<file path="config.mk">
export PLATFORM = sky130hd
export DESIGN_NAME = ordered_list_insert_remove_dedup_core
export DESIGN_NICKNAME = d
export VERILOG_FILES = /design/src/rtl/core/olist_pkg.sv /design/src/rtl/core/ordered_list_insert_remove_dedup_core.sv /design/src/rtl/core/olist_ram.sv /design/src/rtl/core/olist_dp.sv /design/src/rtl/core/olist_ctrl.sv
export SDC_FILE = /design/constraint.sdc
export NUM_CORES = 2
export LEC_CHECK = 0
export BUFFER_PORTS_ARGS = -buffer_cell sky130_fd_sc_hd__buf_4
export CAP_MARGIN = 25
export CORE_ASPECT_RATIO = 1.25
export CORE_MARGIN = 2
export CORE_UTILIZATION = 50
export CTS_CLUSTER_DIAMETER = 40
export DETAILED_ROUTE_END_ITERATION = 16
export PLACE_DENSITY = 0.65
export SLEW_MARGIN = 20
export SYNTH_ARGS = -nofsm -noshare
export SYNTH_HDL_FRONTEND = slang
export SYNTH_SLANG_ARGS = --single-unit
</file>
<file path="constraint.sdc">
create_clock -name clk -period 13.67 [get_ports clk]
set_input_delay 2.0505 -clock clk [delete_from_list [all_inputs] [get_ports clk]]
set_output_delay 2.0505 -clock clk [all_outputs]
set_load 0.02 [all_outputs]
</file>
<file path="src/rtl/core/olist_pkg.sv">
// ----------------------------------------------------------------------------
// olist_pkg
// Shared constants, codes and types of the ordered list core.
// ----------------------------------------------------------------------------
`default_nettype none

package olist_pkg;

  localparam int CAPACITY = 64;
  localparam int ADDR_W   = $clog2(CAPACITY);
  localparam int CNT_W    = $clog2(CAPACITY + 1);
  localparam int DATA_W   = 32;
  localparam int FUNC_W   = 2;
  localparam int POS_W    = 7;
  localparam int ST_W     = 2;
  localparam int FILL_W   = 7;
  localparam int CMP_W    = ((POS_W > CNT_W) ? POS_W : CNT_W) + 1;
  localparam int OP_W     = 5;

  localparam logic [FUNC_W-1:0] FN_APPEND = 2'd0;
  localparam logic [FUNC_W-1:0] FN_INSERT = 2'd1;
  localparam logic [FUNC_W-1:0] FN_REMOVE = 2'd2;
  localparam logic [FUNC_W-1:0] FN_DEDUP  = 2'd3;

  localparam logic [ST_W-1:0] ST_OK    = 2'd0;
  localparam logic [ST_W-1:0] ST_RANGE = 2'd1;
  localparam logic [ST_W-1:0] ST_FULL  = 2'd2;

  typedef logic [OP_W-1:0] op_t;

  localparam op_t OP_NOP       = 5'd0;
  localparam op_t OP_LOAD      = 5'd1;
  localparam op_t OP_APPEND    = 5'd2;
  localparam op_t OP_SET_FULL  = 5'd3;
  localparam op_t OP_SET_RANGE = 5'd4;
  localparam op_t OP_UP_RD     = 5'd5;
  localparam op_t OP_UP_WR     = 5'd6;
  localparam op_t OP_INS_WR    = 5'd7;
  localparam op_t OP_RM_RD     = 5'd8;
  localparam op_t OP_RM_CAP    = 5'd9;
  localparam op_t OP_DN_RD     = 5'd10;
  localparam op_t OP_DN_WR     = 5'd11;
  localparam op_t OP_RM_FIN    = 5'd12;
  localparam op_t OP_DD_RDI    = 5'd13;
  localparam op_t OP_DD_CAPI   = 5'd14;
  localparam op_t OP_DD_RDK    = 5'd15;
  localparam op_t OP_DD_KEEP   = 5'd16;
  localparam op_t OP_DD_SKIP   = 5'd17;
  localparam op_t OP_DD_NEXTK  = 5'd18;
  localparam op_t OP_DD_FIN    = 5'd19;

  typedef struct packed {
    op_t op;
  } cmd_t;

  typedef struct packed {
    logic [FUNC_W-1:0] func;
    logic              full;
    logic              ins_range;
    logic              rm_range;
    logic              up_done;
    logic              dn_done;
    logic              i_done;
    logic              k_done;
    logic              match;
  } stat_t;

endpackage

`default_nettype wire

</file>
<file path="src/rtl/core/ordered_list_insert_remove_dedup_core.sv">
// ----------------------------------------------------------------------------
// ordered_list_insert_remove_dedup_core
// Dense ordered list of signed 32-bit values: append, insert, remove, dedup.
// ----------------------------------------------------------------------------
//  channel  | handshake         | payload
//  ---------+-------------------+--------------------------------------------
//  in_      | start / busy      | in_func, in_position, in_value_in
//  out_     | out_valid (pulse) | out_status, out_removed_value, out_fill_count
//
//  One request at a time; busy is high from acceptance until the strobe.
//  Append and rejected requests finish right after dispatch. Insert shifts the
//  entries from position up, then writes the value; remove captures the entry
//  and shifts the later ones down. Dedup compares each entry with those kept so
//  far. Shift and compare steps read the entry RAM, whose read is registered.
//  Reset empties the list at once; the receiver cannot stall results.
// ----------------------------------------------------------------------------
`default_nettype none

module ordered_list_insert_remove_dedup_core (
  input  wire logic                                  clk,
  input  wire logic                                  rst_n,
  input  wire logic                                  start,
  output logic                                       busy,
  input  wire logic        [olist_pkg::FUNC_W-1:0]   in_func,
  input  wire logic        [olist_pkg::POS_W-1:0]    in_position,
  input  wire logic signed [olist_pkg::DATA_W-1:0]   in_value_in,
  output logic                                       out_valid,
  output logic             [olist_pkg::ST_W-1:0]     out_status,
  output logic signed      [olist_pkg::DATA_W-1:0]   out_removed_value,
  output logic             [olist_pkg::FILL_W-1:0]   out_fill_count
);

  olist_pkg::cmd_t  cmd;
  olist_pkg::stat_t stat;

  olist_ctrl u_ctrl (
    .clk  (clk),
    .rst_n(rst_n),
    .start(start),
    .stat (stat),
    .cmd  (cmd),
    .busy (busy),
    .done (out_valid)
  );

  olist_dp u_dp (
    .clk        (clk),
    .rst_n      (rst_n),
    .in_func    (in_func),
    .in_position(in_position),
    .in_value_in(in_value_in),
    .cmd        (cmd),
    .stat       (stat),
    .res_status (out_status),
    .res_removed(out_removed_value),
    .res_fill   (out_fill_count)
  );

endmodule

`default_nettype wire

</file>
<file path="src/rtl/core/olist_ram.sv">
// ----------------------------------------------------------------------------
// olist_ram
// Generic single write port, single read port RAM with registered read.
// ----------------------------------------------------------------------------
`default_nettype none

module olist_ram #(
  parameter int WIDTH = 32,
  parameter int DEPTH = 64
) (
  input  wire logic                     clk,
  input  wire logic                     we,
  input  wire logic [$clog2(DEPTH)-1:0] waddr,
  input  wire logic [WIDTH-1:0]         wdata,
  input  wire logic [$clog2(DEPTH)-1:0] raddr,
  output logic      [WIDTH-1:0]         rdata
);

  logic [WIDTH-1:0] mem [DEPTH];

  always_ff @(posedge clk) begin
    if (we) begin
      mem[waddr] <= wdata;
    end
    rdata <= mem[raddr];
  end

endmodule

`default_nettype wire

</file>
<file path="src/rtl/core/olist_dp.sv">
// ----------------------------------------------------------------------------
// olist_dp
// List datapath: entry RAM, fill count, walk indices and result registers.
// ----------------------------------------------------------------------------
`default_nettype none

module olist_dp (
  input  wire logic                           clk,
  input  wire logic                           rst_n,
  input  wire logic [olist_pkg::FUNC_W-1:0]   in_func,
  input  wire logic [olist_pkg::POS_W-1:0]    in_position,
  input  wire logic signed [olist_pkg::DATA_W-1:0] in_value_in,
  input  wire olist_pkg::cmd_t                cmd,
  output olist_pkg::stat_t                    stat,
  output logic      [olist_pkg::ST_W-1:0]     res_status,
  output logic signed [olist_pkg::DATA_W-1:0] res_removed,
  output logic      [olist_pkg::FILL_W-1:0]   res_fill
);

  localparam int AW = olist_pkg::ADDR_W;
  localparam int CW = olist_pkg::CNT_W;
  localparam int MW = olist_pkg::CMP_W;
  localparam int DW = olist_pkg::DATA_W;

  logic [olist_pkg::FUNC_W-1:0] func_r, func_nxt;
  logic [olist_pkg::POS_W-1:0]  pos_r, pos_nxt;
  logic [DW-1:0]                val_r, val_nxt;
  logic [CW-1:0]                idx_r, idx_nxt;
  logic [CW-1:0]                i_r, i_nxt;
  logic [CW-1:0]                k_r, k_nxt;
  logic [CW-1:0]                kept_r, kept_nxt;
  logic [CW-1:0]                count_r, count_nxt;
  logic [olist_pkg::ST_W-1:0]   status_r, status_nxt;
  logic [DW-1:0]                removed_r, removed_nxt;

  logic          we;
  logic [AW-1:0] waddr;
  logic [DW-1:0] wdata;
  logic [AW-1:0] raddr;
  logic [DW-1:0] rdata;
  logic [CW-1:0] idx_m1;
  logic [CW-1:0] idx_p1;

  olist_ram #(
    .WIDTH(DW),
    .DEPTH(olist_pkg::CAPACITY)
  ) u_ram (
    .clk  (clk),
    .we   (we),
    .waddr(waddr),
    .wdata(wdata),
    .raddr(raddr),
    .rdata(rdata)
  );

  assign idx_m1 = idx_r - 1'b1;
  assign idx_p1 = idx_r + 1'b1;

  always_comb begin
    func_nxt    = func_r;
    pos_nxt     = pos_r;
    val_nxt     = val_r;
    idx_nxt     = idx_r;
    i_nxt       = i_r;
    k_nxt       = k_r;
    kept_nxt    = kept_r;
    count_nxt   = count_r;
    status_nxt  = status_r;
    removed_nxt = removed_r;
    we          = 1'b0;
    waddr       = idx_r[AW-1:0];
    wdata       = rdata;
    raddr       = '0;
    unique case (cmd.op)
      olist_pkg::OP_LOAD: begin
        func_nxt    = in_func;
        pos_nxt     = in_position;
        val_nxt     = in_value_in;
        idx_nxt     = count_r;
        i_nxt       = '0;
        k_nxt       = '0;
        kept_nxt    = '0;
        status_nxt  = olist_pkg::ST_OK;
        removed_nxt = '0;
      end
      olist_pkg::OP_APPEND: begin
        we        = 1'b1;
        waddr     = count_r[AW-1:0];
        wdata     = val_r;
        count_nxt = count_r + 1'b1;
      end
      olist_pkg::OP_SET_FULL:  status_nxt = olist_pkg::ST_FULL;
      olist_pkg::OP_SET_RANGE: status_nxt = olist_pkg::ST_RANGE;
      olist_pkg::OP_UP_RD:     raddr = idx_m1[AW-1:0];
      olist_pkg::OP_UP_WR: begin
        we      = 1'b1;
        idx_nxt = idx_m1;
      end
      olist_pkg::OP_INS_WR: begin
        we        = 1'b1;
        waddr     = AW'(pos_r);
        wdata     = val_r;
        count_nxt = count_r + 1'b1;
      end
      olist_pkg::OP_RM_RD: begin
        raddr   = AW'(pos_r);
        idx_nxt = CW'(pos_r);
      end
      olist_pkg::OP_RM_CAP:    removed_nxt = rdata;
      olist_pkg::OP_DN_RD:     raddr = idx_p1[AW-1:0];
      olist_pkg::OP_DN_WR: begin
        we      = 1'b1;
        idx_nxt = idx_p1;
      end
      olist_pkg::OP_RM_FIN:    count_nxt = count_r - 1'b1;
      olist_pkg::OP_DD_RDI:    raddr = i_r[AW-1:0];
      olist_pkg::OP_DD_CAPI: begin
        val_nxt = rdata;
        k_nxt   = '0;
      end
      olist_pkg::OP_DD_RDK:    raddr = k_r[AW-1:0];
      olist_pkg::OP_DD_KEEP: begin
        we       = 1'b1;
        waddr    = kept_r[AW-1:0];
        wdata    = val_r;
        kept_nxt = kept_r + 1'b1;
        i_nxt    = i_r + 1'b1;
      end
      olist_pkg::OP_DD_SKIP:   i_nxt = i_r + 1'b1;
      olist_pkg::OP_DD_NEXTK:  k_nxt = k_r + 1'b1;
      olist_pkg::OP_DD_FIN:    count_nxt = kept_r;
      default: begin
      end
    endcase
  end

  always_ff @(posedge clk) begin
    if (!rst_n) begin
      count_r <= '0;
    end else begin
      count_r <= count_nxt;
    end
  end

  always_ff @(posedge clk) begin
    func_r    <= func_nxt;
    pos_r     <= pos_nxt;
    val_r     <= val_nxt;
    idx_r     <= idx_nxt;
    i_r       <= i_nxt;
    k_r       <= k_nxt;
    kept_r    <= kept_nxt;
    status_r  <= status_nxt;
    removed_r <= removed_nxt;
  end

  always_comb begin
    stat.func      = func_r;
    stat.full      = (count_r >= CW'(olist_pkg::CAPACITY));
    stat.ins_range = (MW'(pos_r) > MW'(count_r));
    stat.rm_range  = (MW'(pos_r) >= MW'(count_r));
    stat.up_done   = (MW'(idx_r) == MW'(pos_r));
    stat.dn_done   = ((MW'(idx_r) + MW'(1)) >= MW'(count_r));
    stat.i_done    = (i_r >= count_r);
    stat.k_done    = (k_r >= kept_r);
    stat.match     = (rdata == val_r);
  end

  assign res_status  = status_r;
  assign res_removed = removed_r;
  assign res_fill    = olist_pkg::FILL_W'(count_r);

  a_count_bound: assert property (@(posedge clk) disable iff (!rst_n)
    count_r <= CW'(olist_pkg::CAPACITY))
    else $error("fill count above capacity");

  a_append_grows: assert property (@(posedge clk) disable iff (!rst_n)
    (cmd.op == olist_pkg::OP_APPEND) |=> (count_r == CW'($past(count_r) + 1'b1)))
    else $error("append did not grow the list by one");

  a_dedup_order: assert property (@(posedge clk) disable iff (!rst_n)
    (cmd.op == olist_pkg::OP_DD_KEEP) |-> (kept_r <= i_r))
    else $error("dedup write ahead of scan");

endmodule

`default_nettype wire

</file>
<file path="src/rtl/core/olist_ctrl.sv">
// ----------------------------------------------------------------------------
// olist_ctrl
// Sequencer: dispatches each request and steps the shift and dedup walks.
// ----------------------------------------------------------------------------
`default_nettype none

module olist_ctrl (
  input  wire logic             clk,
  input  wire logic             rst_n,
  input  wire logic             start,
  input  wire olist_pkg::stat_t stat,
  output olist_pkg::cmd_t       cmd,
  output logic                  busy,
  output logic                  done
);

  localparam logic [3:0] S_IDLE = 4'd0;
  localparam logic [3:0] S_DISP = 4'd1;
  localparam logic [3:0] S_UP   = 4'd2;
  localparam logic [3:0] S_UPW  = 4'd3;
  localparam logic [3:0] S_RMC  = 4'd4;
  localparam logic [3:0] S_DN   = 4'd5;
  localparam logic [3:0] S_DNW  = 4'd6;
  localparam logic [3:0] S_DDI  = 4'd7;
  localparam logic [3:0] S_DDC  = 4'd8;
  localparam logic [3:0] S_DDK  = 4'd9;
  localparam logic [3:0] S_DDM  = 4'd10;
  localparam logic [3:0] S_DONE = 4'd11;

  logic [3:0] state_r, state_nxt;

  always_comb begin
    state_nxt = state_r;
    cmd.op    = olist_pkg::OP_NOP;
    unique case (state_r)
      S_IDLE: begin
        if (start) begin
          cmd.op    = olist_pkg::OP_LOAD;
          state_nxt = S_DISP;
        end
      end
      S_DISP: begin
        unique case (stat.func)
          olist_pkg::FN_APPEND: begin
            cmd.op    = stat.full ? olist_pkg::OP_SET_FULL : olist_pkg::OP_APPEND;
            state_nxt = S_DONE;
          end
          olist_pkg::FN_INSERT: begin
            priority if (stat.ins_range) begin
              cmd.op    = olist_pkg::OP_SET_RANGE;
              state_nxt = S_DONE;
            end else if (stat.full) begin
              cmd.op    = olist_pkg::OP_SET_FULL;
              state_nxt = S_DONE;
            end else begin
              state_nxt = S_UP;
            end
          end
          olist_pkg::FN_REMOVE: begin
            if (stat.rm_range) begin
              cmd.op    = olist_pkg::OP_SET_RANGE;
              state_nxt = S_DONE;
            end else begin
              cmd.op    = olist_pkg::OP_RM_RD;
              state_nxt = S_RMC;
            end
          end
          olist_pkg::FN_DEDUP: state_nxt = S_DDI;
          default: state_nxt = S_DONE;
        endcase
      end
      S_UP: begin
        if (stat.up_done) begin
          cmd.op    = olist_pkg::OP_INS_WR;
          state_nxt = S_DONE;
        end else begin
          cmd.op    = olist_pkg::OP_UP_RD;
          state_nxt = S_UPW;
        end
      end
      S_UPW: begin
        cmd.op    = olist_pkg::OP_UP_WR;
        state_nxt = S_UP;
      end
      S_RMC: begin
        cmd.op    = olist_pkg::OP_RM_CAP;
        state_nxt = S_DN;
      end
      S_DN: begin
        if (stat.dn_done) begin
          cmd.op    = olist_pkg::OP_RM_FIN;
          state_nxt = S_DONE;
        end else begin
          cmd.op    = olist_pkg::OP_DN_RD;
          state_nxt = S_DNW;
        end
      end
      S_DNW: begin
        cmd.op    = olist_pkg::OP_DN_WR;
        state_nxt = S_DN;
      end
      S_DDI: begin
        if (stat.i_done) begin
          cmd.op    = olist_pkg::OP_DD_FIN;
          state_nxt = S_DONE;
        end else begin
          cmd.op    = olist_pkg::OP_DD_RDI;
          state_nxt = S_DDC;
        end
      end
      S_DDC: begin
        cmd.op    = olist_pkg::OP_DD_CAPI;
        state_nxt = S_DDK;
      end
      S_DDK: begin
        if (stat.k_done) begin
          cmd.op    = olist_pkg::OP_DD_KEEP;
          state_nxt = S_DDI;
        end else begin
          cmd.op    = olist_pkg::OP_DD_RDK;
          state_nxt = S_DDM;
        end
      end
      S_DDM: begin
        if (stat.match) begin
          cmd.op    = olist_pkg::OP_DD_SKIP;
          state_nxt = S_DDI;
        end else begin
          cmd.op    = olist_pkg::OP_DD_NEXTK;
          state_nxt = S_DDK;
        end
      end
      S_DONE: state_nxt = S_IDLE;
      default: state_nxt = S_IDLE;
    endcase
  end

  always_ff @(posedge clk) begin
    if (!rst_n) begin
      state_r <= S_IDLE;
    end else begin
      state_r <= state_nxt;
    end
  end

  assign busy = (state_r != S_IDLE);
  assign done = (state_r == S_DONE);

  a_accept_busy: assert property (@(posedge clk) disable iff (!rst_n)
    (start && !busy) |=> (busy && !done))
    else $error("accepted request did not occupy the sequencer");

  a_done_single: assert property (@(posedge clk) disable iff (!rst_n)
    done |=> (!done && !busy))
    else $error("result strobe not followed by idle");

endmodule

`default_nettype wire

</file>
==> metrics.yaml <==
fin_setup_tns_ns: 0
rsz0062_at_grt: "no"
first_pass_iters: 8
cpMaxStageDelayCell: "buf_4"
cts_tree: "done"
fmax_ghz: 0.1378
crit_chain: "ha_1 -> nand2b_1 -> a2111oi_2 -> nor3_1 -> a21oi_2 -> o2111ai_1 -> o31ai_4 -> buf_4 -> buf_12 -> buf_4 -> buf_4 -> nand2_1 -> a32oi_1 -> nand4_1 -> nand4_1 -> a31o_1"
synth-seq-area-share: 0.7479
async_reset_ff_frac: 0
crit_buf_inv: 4
dieArea_um2: 178400
regToRegSetupSlack_ns: 6.41
power_mw: 22.58
period_share: 0.5310
worstPathRequired_ns: 14.46
row_count: 171
end_kind: "flip-flop"
start_kind: "flip-flop"
worst-path-stages: 16
cts_root_buffer: "clkbuf_16"
multiInputGateArea_um2: 20970
synth_warnings: 0
clock_sinks: 2194
fp.dieW_um: 378.2
layout-drive-gt1-share: 0.1126
path_clk_slew_ns: 0.06
outcome: "finished, final reports clean"
drtIter0Drc: 6993
synth_edf_count: 2151
ir_drop_mv: 0.2976
ys_types: 83
insertion_delay_ns: 0.86
synthesis.area_um2: 87520
final_antenna_net_count: 0
max_stage_delay_ns: 0.85
report.final.slew_viol_count: 0
gr-total-overflow: 0
timing.final.crit_period_ns: 7.258
path_common_cell: "buf_4"
r2r_cells: 16
avgSynthCellArea_um2: 14.07
dr_total_vias: 54790
drcViolationCount: 0
cts_hold_buf: 0
fin_skew_ns: 0.03095
maxSlewHeadroom: 0.2401
hpwl_mm: 145.6
finalHoldViolations: 0
worstReg2RegStart: "u_dp.res_fill[0]$_SDFFE_PN0P_"
ios: 87
power.density_nw_per_um2: 229.5
path_max_fanout: 162
cts_resized: 0
antenna_found_initial: 14
whs_path_depth: 2
power.leakage_nw: 33.78
layout_setup_ws_ns: 6.412
regArea_um2: 65450
postRouteWirelength_mm: 257.7
groute.usage.overall: 0.2848
fp.dieH_um: 471.8
postSynthCellCount: 6222
grt_pass1_wl_mm: 366.4
finalSetupViolCount: 0
start_util: 0.5038
post_cts_buffers: 0
worst_pin_slew_ns: 1.140
yosys_most_used_dff: "edfxtp_1"
synth_fp_nets: 6305
cp.arrival_ns: 8.05
io_buffers: 86
grt_pass1_vias: 52330
clk_path_buf_depth: 3
area_delta_synth_final_pct: 12.41
cap_violations: 0
h-tree-depth: 4
core_um2: 173700
grt_max_degree: 165
via_per_inst: 6.212
globalplace.congestion: 0.9161
synth_seq_cells: 2194
fill_cells: 13470
hold_path.startpoint: "u_dp.k_r[6]$_SDFFCE_PN0P_"
critical_path_class: "reg -> reg"
whs_endpoint: "u_dp.k_r[6]$_SDFFCE_PN0P_"
nNetsFinal: 6387
worstHoldPathType: "reg -> reg"
cpLargestDelayFamily: "buffers and inverters"
dp_slack_ns: 6.405
wire_per_inst_um: 29.22
cts_made_buffers: 209
reg2reg_to: "u_dp.u_ram.rdata[2]$_DFF_P_"
==> cells by family (layout without fill, tap and decap cells) <==
family	count (synthesis)	in the layout	synth area share
and+or+nand+nor	2580	2580	0.1276
other	0	4	0
xor gates and xnor gates	72	72	0.007205
AOI/OAI and AO/OA	619	619	0.05510
DFF	2194	2194	0.7479
muxes	308	308	0.03571
adders and majority gates	39	39	0.005661
buffers and inverters	410	669	0.02092
==> cells in the final DEF, fill, tap and decap left out, types with 12 or more instances in the layout <==
| cell type | netlist | routed |
|---|---|---|
| edfxtp_1 | 2151 | 2151 |
| nand2_1 | 1657 | 1625 |
| nand3_1 | 434 | 432 |
| mux2i_1 | 274 | 274 |
| buf_4 | 21 | 223 |
| clkbuf_16 | 0 | 213 |
| a32oi_1 | 202 | 202 |
| nand4_1 | 172 | 172 |
| a31oi_1 | 125 | 125 |
| and3_1 | 71 | 71 |
| a21oi_1 | 66 | 66 |
| nor2_4 | 0 | 66 |
| nor2_1 | 133 | 64 |
| xor2_1 | 44 | 44 |
| clkbuf_1 | 171 | 44 |
| dfxtp_1 | 43 | 43 |
| clkinv_1 | 0 | 41 |
| ha_1 | 38 | 38 |
| and2_1 | 36 | 36 |
| mux2_2 | 34 | 34 |
| clkinv_2 | 0 | 33 |
| inv_1 | 32 | 32 |
| xnor2_1 | 28 | 28 |
| o2111ai_1 | 26 | 26 |
| nand2_2 | 0 | 26 |
| o221ai_1 | 23 | 23 |
| buf_12 | 0 | 22 |
| a32o_1 | 21 | 21 |
| o21ai_0 | 22 | 20 |
| a22oi_1 | 13 | 13 |
| bufinv_16 | 0 | 13 |
| nand2b_1 | 13 | 12 |
| nor3_1 | 15 | 12 |
| nor4_1 | 12 | 12 |
==> per-layer routing <==
metal / part of all wire / track usage
met4: 0.052 / 0.1412
met5: 0.000085 / 0
met2: 0.48 / 0.4661
met3: 0.095 / 0.05251
met1: 0.37 / 0.3657
==> how the worst max path moves through the flow <==
stage                                           endpoint  slack (ns)                          start
after detailed placement    u_dp.u_ram.rdata[30]$_DFF_P_        6.41                          start
after floorplan           u_dp.u_ram.mem[0][0]$_DFFE_PP_        7.65                          start
after global routing         u_dp.u_ram.rdata[2]$_DFF_P_        6.18   u_dp.u_ram.rdata[15]$_DFF_P_
after CTS                    u_dp.u_ram.rdata[2]$_DFF_P_        6.60   u_dp.u_ram.rdata[15]$_DFF_P_
after global placement      u_dp.u_ram.rdata[30]$_DFF_P_        6.49                          start
final                        u_dp.u_ram.rdata[2]$_DFF_P_        6.41  u_dp.res_fill[0]$_SDFFE_PN0P_
==> power by group <==
group | internal [mW] | switching [mW] | leakage, nW
clock network | 3.15 | 2.52 | 3.25
registers | 9.68 | 0.448 | 19.8
logic | 1.42 | 5.36 | 10.7
==> synth_stat cells (all sizes together) (8+ instances only) <==
cell / instances / area [um2]
mux2i: 274 / 2743
a22oi: 13 / 97.59
a31o: 10 / 87.59
a31oi: 125 / 782.0
clkbuf: 171 / 641.9
mux2: 34 / 382.9
nand2b: 13 / 81.33
xnor2: 28 / 245.2
nand4: 173 / 1089
o21ai: 30 / 153.9
a21oi: 71 / 381.6
ha: 38 / 475.5
nor2: 136 / 531.8
and2: 37 / 234.0
a32o: 21 / 210.2
and3: 71 / 444.2
buf: 207 / 1069
a32oi: 202 / 1769
nor3: 16 / 85.08
a222oi: 8 / 80.08
edfxtp: 2151 / 64590
a21o: 9 / 67.56
dfxtp: 43 / 860.8
nand2: 1657 / 6220
inv: 32 / 120.1
nand3: 434 / 2172
nor4: 13 / 87.58
o221ai: 23 / 201.4
nor2b: 11 / 68.82
xor2: 44 / 385.4
a211o: 8 / 70.07
o2111ai: 26 / 227.7
o22ai: 8 / 50.05
==> sequential cells by signal (all words and copies together) (netlist names), 4 cells and up <==
| name | cells |
|---|---|
| u_dp.idx_r | 7 |
| u_ctrl.state_r | 4 |
| u_dp.res_fill | 7 |
| u_dp.val_r | 32 |
| u_dp.i_r | 7 |
| u_dp.u_ram.rdata | 32 |
| u_dp.k_r | 7 |
| u_dp.pos_r | 7 |
| u_dp.res_removed | 32 |
| u_dp.u_ram.mem | 2048 |
| u_dp.kept_r | 7 |
==> stage by stage <==
stage,cell area (um2),utilization,std cells,hold WS (ns)
detailed placement,91690,0.5278,8428,0.6256
global placement,91260,0.5253,8408,0.6129
CTS,98370,0.5662,8816,0.6445
floorplan,87520,-,6222,0.5354
finish,98380,0.5663,8820,0.6397
global route,98380,0.5663,8820,0.6699
==> layout make-up <==
| type | instances | area share |
|---|---|---|
| clock inverter | 124 | 0.01109 |
| antenna | 4 | 0.0001017 |
| inverter | 32 | 0.001221 |
| timing repair buffer | 249 | 0.02261 |
| tap | 2335 | 0.02970 |
| multi-input combinational | 3618 | 0.2131 |
| sequential | 2194 | 0.6653 |
| clock buffer | 264 | 0.05684 |
==> worst register-to-register path: stages, from the launching register on <==
cell and delay (ns):
dfxtp_1 0.69, ha_1 0.33, nand2b_1 0.16, a2111oi_2 0.43
nor3_1 0.12, a21oi_2 0.66, o2111ai_1 0.40, o31ai_4 0.33
buf_4 0.40, buf_12 0.69, buf_4 0.84, buf_4 0.86
nand2_1 0.18, a32oi_1 0.32, nand4_1 0.17, nand4_1 0.45
a31o_1 0.18
Power figures use the tool's default switching activity.
